[config.mk]
export PLATFORM = sky130hd
export DESIGN_NAME = byte_stuffing_frame_encoder_top_flat
export DESIGN_NICKNAME = d
export VERILOG_FILES = /design/src/design/bsfe_pkg.sv /design/src/design/bsfe_if.sv /design/src/design/byte_stuffing_frame_encoder_top.sv /design/src/design/bsfe_front.sv /design/src/design/bsfe_queue.sv /design/src/design/bsfe_back.sv /design/src/flat_wrapper.sv
export SDC_FILE = /design/constraint.sdc
export NUM_CORES = 1
export LEC_CHECK = 0
export ABC_AREA = 1
export ABC_CLOCK_PERIOD_IN_PS = 2200
export BUFFER_PORTS_ARGS = -buffer_cell sky130_fd_sc_hd__buf_4
export CAP_MARGIN = 25
export CORE_UTILIZATION = 55
export DETAILED_ROUTE_END_ITERATION = 7
export PLACE_DENSITY = 0.75
export SYNTH_ARGS = -nofsm -noshare
export SYNTH_HDL_FRONTEND = slang
export SYNTH_SLANG_ARGS = --single-unit
[constraint.sdc]
create_clock -name clk -period 2.2 [get_ports clk]
set_clock_uncertainty 0.15 [all_clocks]
set_input_delay 0.11 -clock clk [delete_from_list [all_inputs] [get_ports clk]]
set_output_delay 0.11 -clock clk [all_outputs]
set_load 0.01 [all_outputs]
[src/design/bsfe_pkg.sv]
`default_nettype none

package bsfe_pkg;

	localparam int BYTE_W = 8;
	localparam int CFG_IDX_W = 3;

	localparam logic [CFG_IDX_W-1:0] REG_FLAG    = 3'd0;
	localparam logic [CFG_IDX_W-1:0] REG_ESCAPE  = 3'd1;
	localparam logic [CFG_IDX_W-1:0] REG_MASK    = 3'd2;
	localparam logic [CFG_IDX_W-1:0] REG_ADDRESS = 3'd3;
	localparam logic [CFG_IDX_W-1:0] REG_CTRL0   = 3'd4;
	localparam logic [CFG_IDX_W-1:0] REG_CTRL1   = 3'd5;

	localparam logic [BYTE_W-1:0] RST_FLAG    = 8'h7E;
	localparam logic [BYTE_W-1:0] RST_ESCAPE  = 8'h7D;
	localparam logic [BYTE_W-1:0] RST_MASK    = 8'h20;
	localparam logic [BYTE_W-1:0] RST_ADDRESS = 8'h03;
	localparam logic [BYTE_W-1:0] RST_CTRL0   = 8'h00;
	localparam logic [BYTE_W-1:0] RST_CTRL1   = 8'h40;
	localparam logic [BYTE_W-1:0] CHECK_INIT  = 8'h00;

	localparam int QUEUE_DEPTH = 2;
	localparam int QPTR_W = (QUEUE_DEPTH > 1) ? $clog2(QUEUE_DEPTH) : 1;
	localparam int QCNT_W = $clog2(QUEUE_DEPTH + 1);

	typedef struct packed {
		logic [BYTE_W-1:0] flag;
		logic [BYTE_W-1:0] escape;
		logic [BYTE_W-1:0] mask;
		logic [BYTE_W-1:0] address;
		logic [BYTE_W-1:0] ctrl0;
		logic [BYTE_W-1:0] ctrl1;
	} cfg_t;

	// One classified payload byte on its way to the emitter.
	typedef struct packed {
		logic              first;
		logic              seq;
		logic [BYTE_W-1:0] data;
		logic              last;
		logic [BYTE_W-1:0] check;
	} cmd_t;

	typedef enum logic [9:0] {
		ST_IDLE     = 10'b00_0000_0001,
		ST_FLAG     = 10'b00_0000_0010,
		ST_ADDR     = 10'b00_0000_0100,
		ST_CTRL     = 10'b00_0000_1000,
		ST_HCS      = 10'b00_0001_0000,
		ST_DATA     = 10'b00_0010_0000,
		ST_DATA_ESC = 10'b00_0100_0000,
		ST_CHK      = 10'b00_1000_0000,
		ST_CHK_ESC  = 10'b01_0000_0000,
		ST_CLOSE    = 10'b10_0000_0000
	} emit_state_t;

endpackage

`default_nettype wire

[src/design/bsfe_if.sv]
`default_nettype none

interface bsfe_in_if;
	logic                         valid;
	logic                         ready;
	logic [bsfe_pkg::BYTE_W-1:0]  payload_byte;
	logic                         sequence_bit;
	logic                         payload_last;

	modport source (output valid, payload_byte, sequence_bit, payload_last, input ready);
	modport sink   (input valid, payload_byte, sequence_bit, payload_last, output ready);
endinterface

interface bsfe_out_if;
	logic                         valid;
	logic                         ready;
	logic [bsfe_pkg::BYTE_W-1:0]  line_byte;
	logic                         frame_end;
	logic                         run_last;

	modport source (output valid, line_byte, frame_end, run_last, input ready);
	modport sink   (input valid, line_byte, frame_end, run_last, output ready);
endinterface

`default_nettype wire

[src/design/byte_stuffing_frame_encoder_top.sv]
// Byte-stuffing frame encoder.
// payload (sink): one raw byte per transaction with its sequence bit and a
//   last-of-frame mark. The first byte of a frame is preceded on the line by
//   flag, address, control and header check; the last byte is followed by the
//   stuffed XOR check and a closing flag.
// line (source): one output byte per transaction; frame_end marks the
//   closing flag, run_last marks the final byte caused by a payload byte.
// cfg_we/cfg_index/cfg_data: register writes, index 0..5 as flag, escape,
//   mask, address, control for sequence 0 and 1; other indexes are ignored.
//   Write only while no transaction is in flight.
// The first line byte of a payload transaction passes the queue, the emitter
//   state register and the output register when the emitter is free.
// Throughput: the emitter drives one line byte per cycle while the line sink
//   is ready; a payload byte gives one line byte, two when escaped, up to nine
//   on a one-byte frame. A two-entry queue between classifier and emitter
//   keeps the input taking bytes while the emitter works.
// Reset clears the frame state, the queue and the output valid flag, and loads
//   the default register values. When the line sink stalls, the current byte
//   holds, the emitter pauses and payload is refused once the queue fills.
`default_nettype none

module byte_stuffing_frame_encoder_top (
	input  wire logic                               clk,
	input  wire logic                               arst_n,
	input  wire logic                               cfg_we,
	input  wire logic [bsfe_pkg::CFG_IDX_W-1:0]     cfg_index,
	input  wire logic [bsfe_pkg::BYTE_W-1:0]        cfg_data,
	bsfe_in_if.sink                                 payload,
	bsfe_out_if.source                              line
);

	bsfe_pkg::cfg_t  cfg_q;
	bsfe_pkg::cmd_t  push_cmd;
	bsfe_pkg::cmd_t  pop_cmd;
	logic            push;
	logic            full;
	logic            pop;
	logic            pop_valid;

	always_ff @(posedge clk or negedge arst_n) begin
		if (!arst_n) begin
			cfg_q.flag    <= bsfe_pkg::RST_FLAG;
			cfg_q.escape  <= bsfe_pkg::RST_ESCAPE;
			cfg_q.mask    <= bsfe_pkg::RST_MASK;
			cfg_q.address <= bsfe_pkg::RST_ADDRESS;
			cfg_q.ctrl0   <= bsfe_pkg::RST_CTRL0;
			cfg_q.ctrl1   <= bsfe_pkg::RST_CTRL1;
		end else if (cfg_we) begin
			case (cfg_index)
				bsfe_pkg::REG_FLAG:    cfg_q.flag    <= cfg_data;
				bsfe_pkg::REG_ESCAPE:  cfg_q.escape  <= cfg_data;
				bsfe_pkg::REG_MASK:    cfg_q.mask    <= cfg_data;
				bsfe_pkg::REG_ADDRESS: cfg_q.address <= cfg_data;
				bsfe_pkg::REG_CTRL0:   cfg_q.ctrl0   <= cfg_data;
				bsfe_pkg::REG_CTRL1:   cfg_q.ctrl1   <= cfg_data;
				default: ;
			endcase
		end
	end

	bsfe_front u_front (
		.clk      (clk),
		.arst_n   (arst_n),
		.payload  (payload),
		.full     (full),
		.push     (push),
		.push_cmd (push_cmd)
	);

	bsfe_queue u_queue (
		.clk       (clk),
		.arst_n    (arst_n),
		.push      (push),
		.push_cmd  (push_cmd),
		.full      (full),
		.pop       (pop),
		.pop_valid (pop_valid),
		.pop_cmd   (pop_cmd)
	);

	bsfe_back u_back (
		.clk     (clk),
		.arst_n  (arst_n),
		.cfg     (cfg_q),
		.q_valid (pop_valid),
		.q_cmd   (pop_cmd),
		.pop     (pop),
		.line    (line)
	);

endmodule

`default_nettype wire

[src/design/bsfe_front.sv]
`default_nettype none

module bsfe_front (
	input  wire logic          clk,
	input  wire logic          arst_n,
	bsfe_in_if.sink            payload,
	input  wire logic          full,
	output logic               push,
	output bsfe_pkg::cmd_t     push_cmd
);

	logic                         inside_q;
	logic [bsfe_pkg::BYTE_W-1:0]  check_q;
	logic [bsfe_pkg::BYTE_W-1:0]  check_new;

	assign payload.ready = !full;
	assign push = payload.valid && !full;

	assign check_new = (inside_q ? check_q : bsfe_pkg::CHECK_INIT) ^ payload.payload_byte;

	always_comb begin
		push_cmd.first = !inside_q;
		push_cmd.seq   = payload.sequence_bit;
		push_cmd.data  = payload.payload_byte;
		push_cmd.last  = payload.payload_last;
		push_cmd.check = check_new;
	end

	always_ff @(posedge clk or negedge arst_n) begin
		if (!arst_n) begin
			inside_q <= 1'b0;
			check_q  <= bsfe_pkg::CHECK_INIT;
		end else if (push) begin
			inside_q <= !payload.payload_last;
			check_q  <= payload.payload_last ? bsfe_pkg::CHECK_INIT : check_new;
		end
	end

endmodule

`default_nettype wire

[src/design/bsfe_queue.sv]
`default_nettype none

module bsfe_queue (
	input  wire logic            clk,
	input  wire logic            arst_n,
	input  wire logic            push,
	input  wire bsfe_pkg::cmd_t  push_cmd,
	output logic                 full,
	input  wire logic            pop,
	output logic                 pop_valid,
	output bsfe_pkg::cmd_t       pop_cmd
);

	bsfe_pkg::cmd_t                entries_q [bsfe_pkg::QUEUE_DEPTH];
	logic [bsfe_pkg::QPTR_W-1:0]   wr_ptr_q;
	logic [bsfe_pkg::QPTR_W-1:0]   rd_ptr_q;
	logic [bsfe_pkg::QCNT_W-1:0]   count_q;

	assign full      = (count_q == bsfe_pkg::QCNT_W'(bsfe_pkg::QUEUE_DEPTH));
	assign pop_valid = (count_q != '0);
	assign pop_cmd   = entries_q[rd_ptr_q];

	function automatic logic [bsfe_pkg::QPTR_W-1:0] ptr_inc(input logic [bsfe_pkg::QPTR_W-1:0] p);
		if (p == bsfe_pkg::QPTR_W'(bsfe_pkg::QUEUE_DEPTH - 1))
			return '0;
		return p + 1'b1;
	endfunction

	always_ff @(posedge clk) begin
		if (push)
			entries_q[wr_ptr_q] <= push_cmd;
	end

	always_ff @(posedge clk or negedge arst_n) begin
		if (!arst_n) begin
			wr_ptr_q <= '0;
			rd_ptr_q <= '0;
			count_q  <= '0;
		end else begin
			if (push)
				wr_ptr_q <= ptr_inc(wr_ptr_q);
			if (pop)
				rd_ptr_q <= ptr_inc(rd_ptr_q);
			if (push && !pop)
				count_q <= count_q + 1'b1;
			else if (pop && !push)
				count_q <= count_q - 1'b1;
		end
	end

endmodule

`default_nettype wire

[src/design/bsfe_back.sv]
`default_nettype none

module bsfe_back (
	input  wire logic            clk,
	input  wire logic            arst_n,
	input  wire bsfe_pkg::cfg_t  cfg,
	input  wire logic            q_valid,
	input  wire bsfe_pkg::cmd_t  q_cmd,
	output logic                 pop,
	bsfe_out_if.source           line
);

	bsfe_pkg::emit_state_t        state_q;
	bsfe_pkg::emit_state_t        state_next;
	bsfe_pkg::cmd_t               cmd_q;
	logic                         out_valid_q;
	logic [bsfe_pkg::BYTE_W-1:0]  out_byte_q;
	logic                         out_end_q;
	logic                         out_last_q;

	logic                         busy;
	logic                         adv;
	logic                         done;
	logic                         load;
	logic [bsfe_pkg::BYTE_W-1:0]  emit_byte;
	logic                         emit_end;
	logic [bsfe_pkg::BYTE_W-1:0]  ctrl;
	logic                         data_hit;
	logic                         chk_hit;

	assign busy = (state_q != bsfe_pkg::ST_IDLE);
	assign adv  = busy && (!out_valid_q || line.ready);
	assign load = q_valid && (!busy || (adv && done));
	assign pop  = load;

	assign ctrl     = cmd_q.seq ? cfg.ctrl1 : cfg.ctrl0;
	assign data_hit = (cmd_q.data == cfg.flag) || (cmd_q.data == cfg.escape);
	assign chk_hit  = (cmd_q.check == cfg.flag) || (cmd_q.check == cfg.escape);

	always_comb begin
		emit_byte  = cfg.flag;
		emit_end   = 1'b0;
		done       = 1'b0;
		state_next = bsfe_pkg::ST_IDLE;
		case (state_q)
			bsfe_pkg::ST_FLAG: begin
				emit_byte  = cfg.flag;
				state_next = bsfe_pkg::ST_ADDR;
			end
			bsfe_pkg::ST_ADDR: begin
				emit_byte  = cfg.address;
				state_next = bsfe_pkg::ST_CTRL;
			end
			bsfe_pkg::ST_CTRL: begin
				emit_byte  = ctrl;
				state_next = bsfe_pkg::ST_HCS;
			end
			bsfe_pkg::ST_HCS: begin
				emit_byte  = ctrl ^ cfg.address;
				state_next = bsfe_pkg::ST_DATA;
			end
			bsfe_pkg::ST_DATA: begin
				if (data_hit) begin
					emit_byte  = cfg.escape;
					state_next = bsfe_pkg::ST_DATA_ESC;
				end else begin
					emit_byte  = cmd_q.data;
					state_next = bsfe_pkg::ST_CHK;
					done       = !cmd_q.last;
				end
			end
			bsfe_pkg::ST_DATA_ESC: begin
				emit_byte  = cmd_q.data ^ cfg.mask;
				state_next = bsfe_pkg::ST_CHK;
				done       = !cmd_q.last;
			end
			bsfe_pkg::ST_CHK: begin
				if (chk_hit) begin
					emit_byte  = cfg.escape;
					state_next = bsfe_pkg::ST_CHK_ESC;
				end else begin
					emit_byte  = cmd_q.check;
					state_next = bsfe_pkg::ST_CLOSE;
				end
			end
			bsfe_pkg::ST_CHK_ESC: begin
				emit_byte  = cmd_q.check ^ cfg.mask;
				state_next = bsfe_pkg::ST_CLOSE;
			end
			bsfe_pkg::ST_CLOSE: begin
				emit_byte = cfg.flag;
				emit_end  = 1'b1;
				done      = 1'b1;
			end
			default: begin
				emit_byte  = cfg.flag;
				state_next = bsfe_pkg::ST_IDLE;
			end
		endcase
	end

	always_ff @(posedge clk or negedge arst_n) begin
		if (!arst_n) begin
			state_q <= bsfe_pkg::ST_IDLE;
		end else if (load) begin
			state_q <= q_cmd.first ? bsfe_pkg::ST_FLAG : bsfe_pkg::ST_DATA;
		end else if (adv) begin
			state_q <= done ? bsfe_pkg::ST_IDLE : state_next;
		end
	end

	always_ff @(posedge clk) begin
		if (load)
			cmd_q <= q_cmd;
	end

	always_ff @(posedge clk or negedge arst_n) begin
		if (!arst_n) begin
			out_valid_q <= 1'b0;
		end else if (adv) begin
			out_valid_q <= 1'b1;
		end else if (line.ready) begin
			out_valid_q <= 1'b0;
		end
	end

	always_ff @(posedge clk) begin
		if (adv) begin
			out_byte_q <= emit_byte;
			out_end_q  <= emit_end;
			out_last_q <= done;
		end
	end

	assign line.valid     = out_valid_q;
	assign line.line_byte = out_byte_q;
	assign line.frame_end = out_end_q;
	assign line.run_last  = out_last_q;

endmodule

`default_nettype wire

[src/flat_wrapper.sv]
// flat-port wrapper written by rule: the top's interface ports become plain ports
module byte_stuffing_frame_encoder_top_flat 
  (clk, arst_n, cfg_we, cfg_index, cfg_data, payload_valid, payload_payload_byte, payload_sequence_bit, payload_payload_last, payload_ready, line_valid, line_line_byte, line_frame_end, line_run_last, line_ready);
  bsfe_in_if payload_i ();
  bsfe_out_if line_i ();
  input  wire logic clk;
  input  wire logic arst_n;
  input  wire logic cfg_we;
  input  wire logic [bsfe_pkg::CFG_IDX_W-1:0] cfg_index;
  input  wire logic [bsfe_pkg::BYTE_W-1:0] cfg_data;
  input wire logic [$bits(payload_i.valid)-1:0] payload_valid;
  input wire logic [$bits(payload_i.payload_byte)-1:0] payload_payload_byte;
  input wire logic [$bits(payload_i.sequence_bit)-1:0] payload_sequence_bit;
  input wire logic [$bits(payload_i.payload_last)-1:0] payload_payload_last;
  output wire logic [$bits(payload_i.ready)-1:0] payload_ready;
  output wire logic [$bits(line_i.valid)-1:0] line_valid;
  output wire logic [$bits(line_i.line_byte)-1:0] line_line_byte;
  output wire logic [$bits(line_i.frame_end)-1:0] line_frame_end;
  output wire logic [$bits(line_i.run_last)-1:0] line_run_last;
  input wire logic [$bits(line_i.ready)-1:0] line_ready;
  assign payload_i.valid = payload_valid;
  assign payload_i.payload_byte = payload_payload_byte;
  assign payload_i.sequence_bit = payload_sequence_bit;
  assign payload_i.payload_last = payload_payload_last;
  assign payload_ready = payload_i.ready;
  assign line_valid = line_i.valid;
  assign line_line_byte = line_i.line_byte;
  assign line_frame_end = line_i.frame_end;
  assign line_run_last = line_i.run_last;
  assign line_i.ready = line_ready;
  byte_stuffing_frame_encoder_top u_core (.clk(clk), .arst_n(arst_n), .cfg_we(cfg_we), .cfg_index(cfg_index), .cfg_data(cfg_data), .payload(payload_i), .line(line_i));
endmodule
==> out/results.tsv <==
stage	metric	value	unit
outcome	result of the run	finished, violations left	
outcome	violations in the final reports	negative setup slack	
grt	antenna violations before repair	0	
setup_path	startpoint type of the worst setup path	register	
drt	initial DRC count	754	
drt	total wire length after detailed routing	18300	um
drt	total vias in the final route	6273	
sta	final period utilization	1.03	
sta	Final Slew Violations	0	
grt	global-route wire length before repair	28100	um
setup_path	critical path fanouts, max	14	
power_and_ir_drop	maximum vdd drop	0.904	mV
logic_synthesis	fraction of the yosys area taken by sequential cells	0.541	
grt	GRT Util Overall	0.285	
clock_network	clk sinks	138	
run	max capacitance violation total	0	
clock_network	TritonCTS clock tree	done	
sta	worst rel slew slack	0.558	
clock_network	buffer cell driving the clock tree root	sky130_fd_sc_hd__clkbuf_16	
die	Die Span X	115	um
power_and_ir_drop	leakage dissipation	4.22	nW
clock_network	clock transition at the registers of the reported paths	0.06	ns
logic_synthesis	Post-synth top flop	sky130_fd_sc_hd__edfxtp_1	
clock_network	H-tree depth	4	
logic_synthesis	Synth area leader	sky130_fd_sc_hd__edfxtp_1	
grt	remaining global-route overflow	0	
grt	number of global-route vias before repair	5840	
sta	worst-margin pin slew	0.662	ns
drt	vias per inst	5.46	
grt	maximum number of pins on one net before global-route repair	44	
placement	Final Wtd Congestion	0.909	
power_and_ir_drop	power density of the placed cells	1320	nW/um2
sta	Setup violations, final	25	
logic_synthesis	post-synth cell types	36	
placement	worst slack at placement	-0.161	ns
die	standard cell core area	12200	um2
die	die area	13200	um2
layout	# diodes	0	
setup_path	critical path data required time	2.19	ns
setup_path	data arrival time at the worst-slack endpoint	2.25	ns
sta	min cycle time layout	2.26	ns
die	Site Rows	40	
layout	final standard cell area without fillers	9030	um2
layout	Area growth syn-to-layout	28.5	%
placement	number of cells in the design after placement	1076	
sta	setup repair after global routing missed its margin	true	
setup_path	CP Capture Type	register	
logic_synthesis	register bit count reported by yosys	138	
die	total I/O pin count	38	
logic_synthesis	Post-Syn Instances	845	
placement	quantity of I/O buffers inserted on ports	37	
placement	dpl hpwl	11900	um
layout	fraction of layout instances using a drive strength above 1	0.218	
die	starting density of the core	0.576	
logic_synthesis	number of warnings printed during yosys synthesis	0	
logic_synthesis	nets in the synthesized netlist	872	
logic_synthesis	cell types occupying the most area after synthesis	sky130_fd_sc_hd__edfxtp_1 28%, sky130_fd_sc_hd__dfrtp_1 20%, sky130_fd_sc_hd__nand2_1 16%	
worst_hold_path	path class of the lowest-slack min-delay path	in -> async	
setup_path	path type of the worst setup path	reg -> reg	
drt	number of antenna-violating nets in the routed design	0	
drt	final routed wire length divided by cell count	15.9	um
logic_synthesis	count of flip-flops with a built-in enable after synthesis	66	
clock_network	total clock buffers created by CTS	17	
placement	placed standard-cell area	7860	um2
sta	WHS	0.0879	ns
logic_synthesis	synthesized area per cell	8.32	um2
logic_synthesis	post-synthesis instance area	7030	um2
die	Die Height	115	um
layout	Final #Nets	995	
layout	final std cells w/o fill	1149	
clock_network	clock buffer depth	2	
sta	final worst-path setup slack	-0.0586	ns
drt	Detailed Routing Iterations Pass 1	8	
logic_synthesis	ys async rst share	0.522	
sta	number of hold violations in the final report	0	
sta	Fmax	0.443	GHz
logic_synthesis	ranking of synthesized cells by instance count	295 x sky130_fd_sc_hd__nand2_1, 101 x sky130_fd_sc_hd__inv_1, 75 x sky130_fd_sc_hd__o21ai_0	
logic_synthesis	leading cell type by number of instances after synthesis	sky130_fd_sc_hd__nand2_1	
drt	DRC violations left	0	
clock_network	later-pin clock latency in the skew report	0.43	ns
logic_synthesis	share of the synthesized area in the top cell type	0.282	
power breakdown:
part	switching (W)	leakage, nW	internal [W]	total [W]
logic	0.00284	2.46	0.00199	0.00484
registers	0.000618	1.50	0.00379	0.00441
clock network	0.00112	0.264	0.00156	0.00268
total	0.00459	4.22	0.00734	0.0119
routing by layer:
metal | up-vias | share of wire | wire, um | GRT usage
met5 | - | 0 | 0 | 0
met4 | 0 | 0.024 | 448 | 0.117
met3 | 63 | 0.079 | 1450 | 0.0701
met2 | 317 | 0.50 | 9150 | 0.482
met1 | 2908 | 0.40 | 7250 | 0.352
li1 | 2985 | - | - | -
critical path: stages, from the launching register on:
cell and delay [ns]:
sky130_fd_sc_hd__dfrtp_1 0.40, sky130_fd_sc_hd__nor2_2 0.19, sky130_fd_sc_hd__buf_6 0.19, sky130_fd_sc_hd__inv_1 0.09, sky130_fd_sc_hd__nor2_1 0.20, sky130_fd_sc_hd__nand3_2 0.16, sky130_fd_sc_hd__nand2_1 0.14, sky130_fd_sc_hd__nand2_2 0.09
sky130_fd_sc_hd__buf_4 0.17, sky130_fd_sc_hd__inv_8 0.08, sky130_fd_sc_hd__buf_12 0.12
what timing repair did:
item,CTS,global route
resized for setup,13,40
setup endpoints to repair,20,34
cloned,1,1
pin swaps,12,21
buffers inserted,8,10
hold buffers,21,0
hold endpoints to repair,157,0
per-stage QoR:
step | power [W] | TNS (ns) | utilization
after detailed placement | 0.00838 | -1.22 | 0.643
after CTS | 0.0114 | -0.0541 | 0.718
final | 0.0119 | -1.16 | 0.740
after floorplan | 0.00684 | -0.258 | -
after global placement | 0.00819 | -0.381 | 0.643
after global routing | 0.0126 | -3.22 | 0.740
kinds of logic (layout without fill, tap and decap cells):
family                     after synthesis  count (layout)  share of synthesized area
buffers and inverters                  129             265                     0.0707
adders and majority gates                1               1                    0.00178
DFF                                    138             138                      0.541
xor gates and xnor gates                20              20                     0.0249
and+or+nand+nor                        442             442                      0.269
AOI/OAI and AO/OA                      115             115                     0.0920
sequential cells by signal, summed over array words and instances (netlist names), 2 cells and up:
register / flops
u_core.cfg_q: 48
u_core.u_back.cmd_q: 18
u_core.u_back.line.line_byte: 8
u_core.u_back.state_q: 10
u_core.u_front.check_q: 8
u_core.u_queue.count_q: 2
u_core.u_queue.entries_q: 38
final timing paths:
check / start / slack, ns / end / cells after the start
setup / recovery: u_core.u_back.state_q[9]$_DFFE_PN0P_ / -0.06 / u_core.u_back.cmd_q[13]$_DFFE_PN_ / 10
hold reg to reg: u_core.cfg_q[12]$_DFFE_PN0P_ / 0.33 / u_core.cfg_q[12]$_DFFE_PN0P_ / 2
max in group asynchronous: arst_n / 1.15 / u_core.cfg_q[44]$_DFFE_PN1P_ / 3
min in group clk: cfg_index[1] / 0.19 / u_core.cfg_q[6]$_DFFE_PN1P_ / 4
setup reg to reg: u_core.u_back.state_q[9]$_DFFE_PN0P_ / -0.06 / u_core.u_back.cmd_q[13]$_DFFE_PN_ / 10
hold / removal: arst_n / 0.09 / u_core.cfg_q[11]$_DFFE_PN0P_ / 2
placed cells by master (no fill, tap or decap), types with 4 or more instances in the layout:
cell type,netlist,final
sky130_fd_sc_hd__dfstp_2,17,17
sky130_fd_sc_hd__nand2_2,4,10
sky130_fd_sc_hd__buf_6,1,5
sky130_fd_sc_hd__nor3_1,11,9
sky130_fd_sc_hd__nand3_2,0,4
sky130_fd_sc_hd__edfxtp_1,66,66
sky130_fd_sc_hd__clkbuf_16,0,18
sky130_fd_sc_hd__nor2_1,50,44
sky130_fd_sc_hd__o21ai_2,6,5
sky130_fd_sc_hd__nand4_1,17,17
sky130_fd_sc_hd__nand3_1,40,36
sky130_fd_sc_hd__nand2_1,295,287
sky130_fd_sc_hd__nand3b_1,8,8
sky130_fd_sc_hd__inv_2,5,7
sky130_fd_sc_hd__nor2_4,3,6
sky130_fd_sc_hd__xnor2_1,12,10
sky130_fd_sc_hd__inv_1,101,98
sky130_fd_sc_hd__dfrtp_1,55,54
sky130_fd_sc_hd__o22ai_1,9,9
sky130_fd_sc_hd__o211ai_1,8,8
sky130_fd_sc_hd__buf_12,0,6
sky130_fd_sc_hd__dlygate4sd3_1,0,21
sky130_fd_sc_hd__o21ai_1,8,5
sky130_fd_sc_hd__o21ai_0,75,74
sky130_fd_sc_hd__xor2_1,8,8
sky130_fd_sc_hd__buf_4,0,92
sky130_fd_sc_hd__nor2_2,4,7
sky130_fd_sc_hd__o21ai_4,0,5
area by class of cell:
class | count | area (um2)
clock buffer | 18 | 429
clock inverter | 14 | 124
fill | 859 | 3180
multi-input combinational | 578 | 2920
sequential | 138 | 3810
inverter | 107 | 409
tap | 168 | 210
timing repair buffer | 126 | 1130
(Power assumes the default switching activity.)
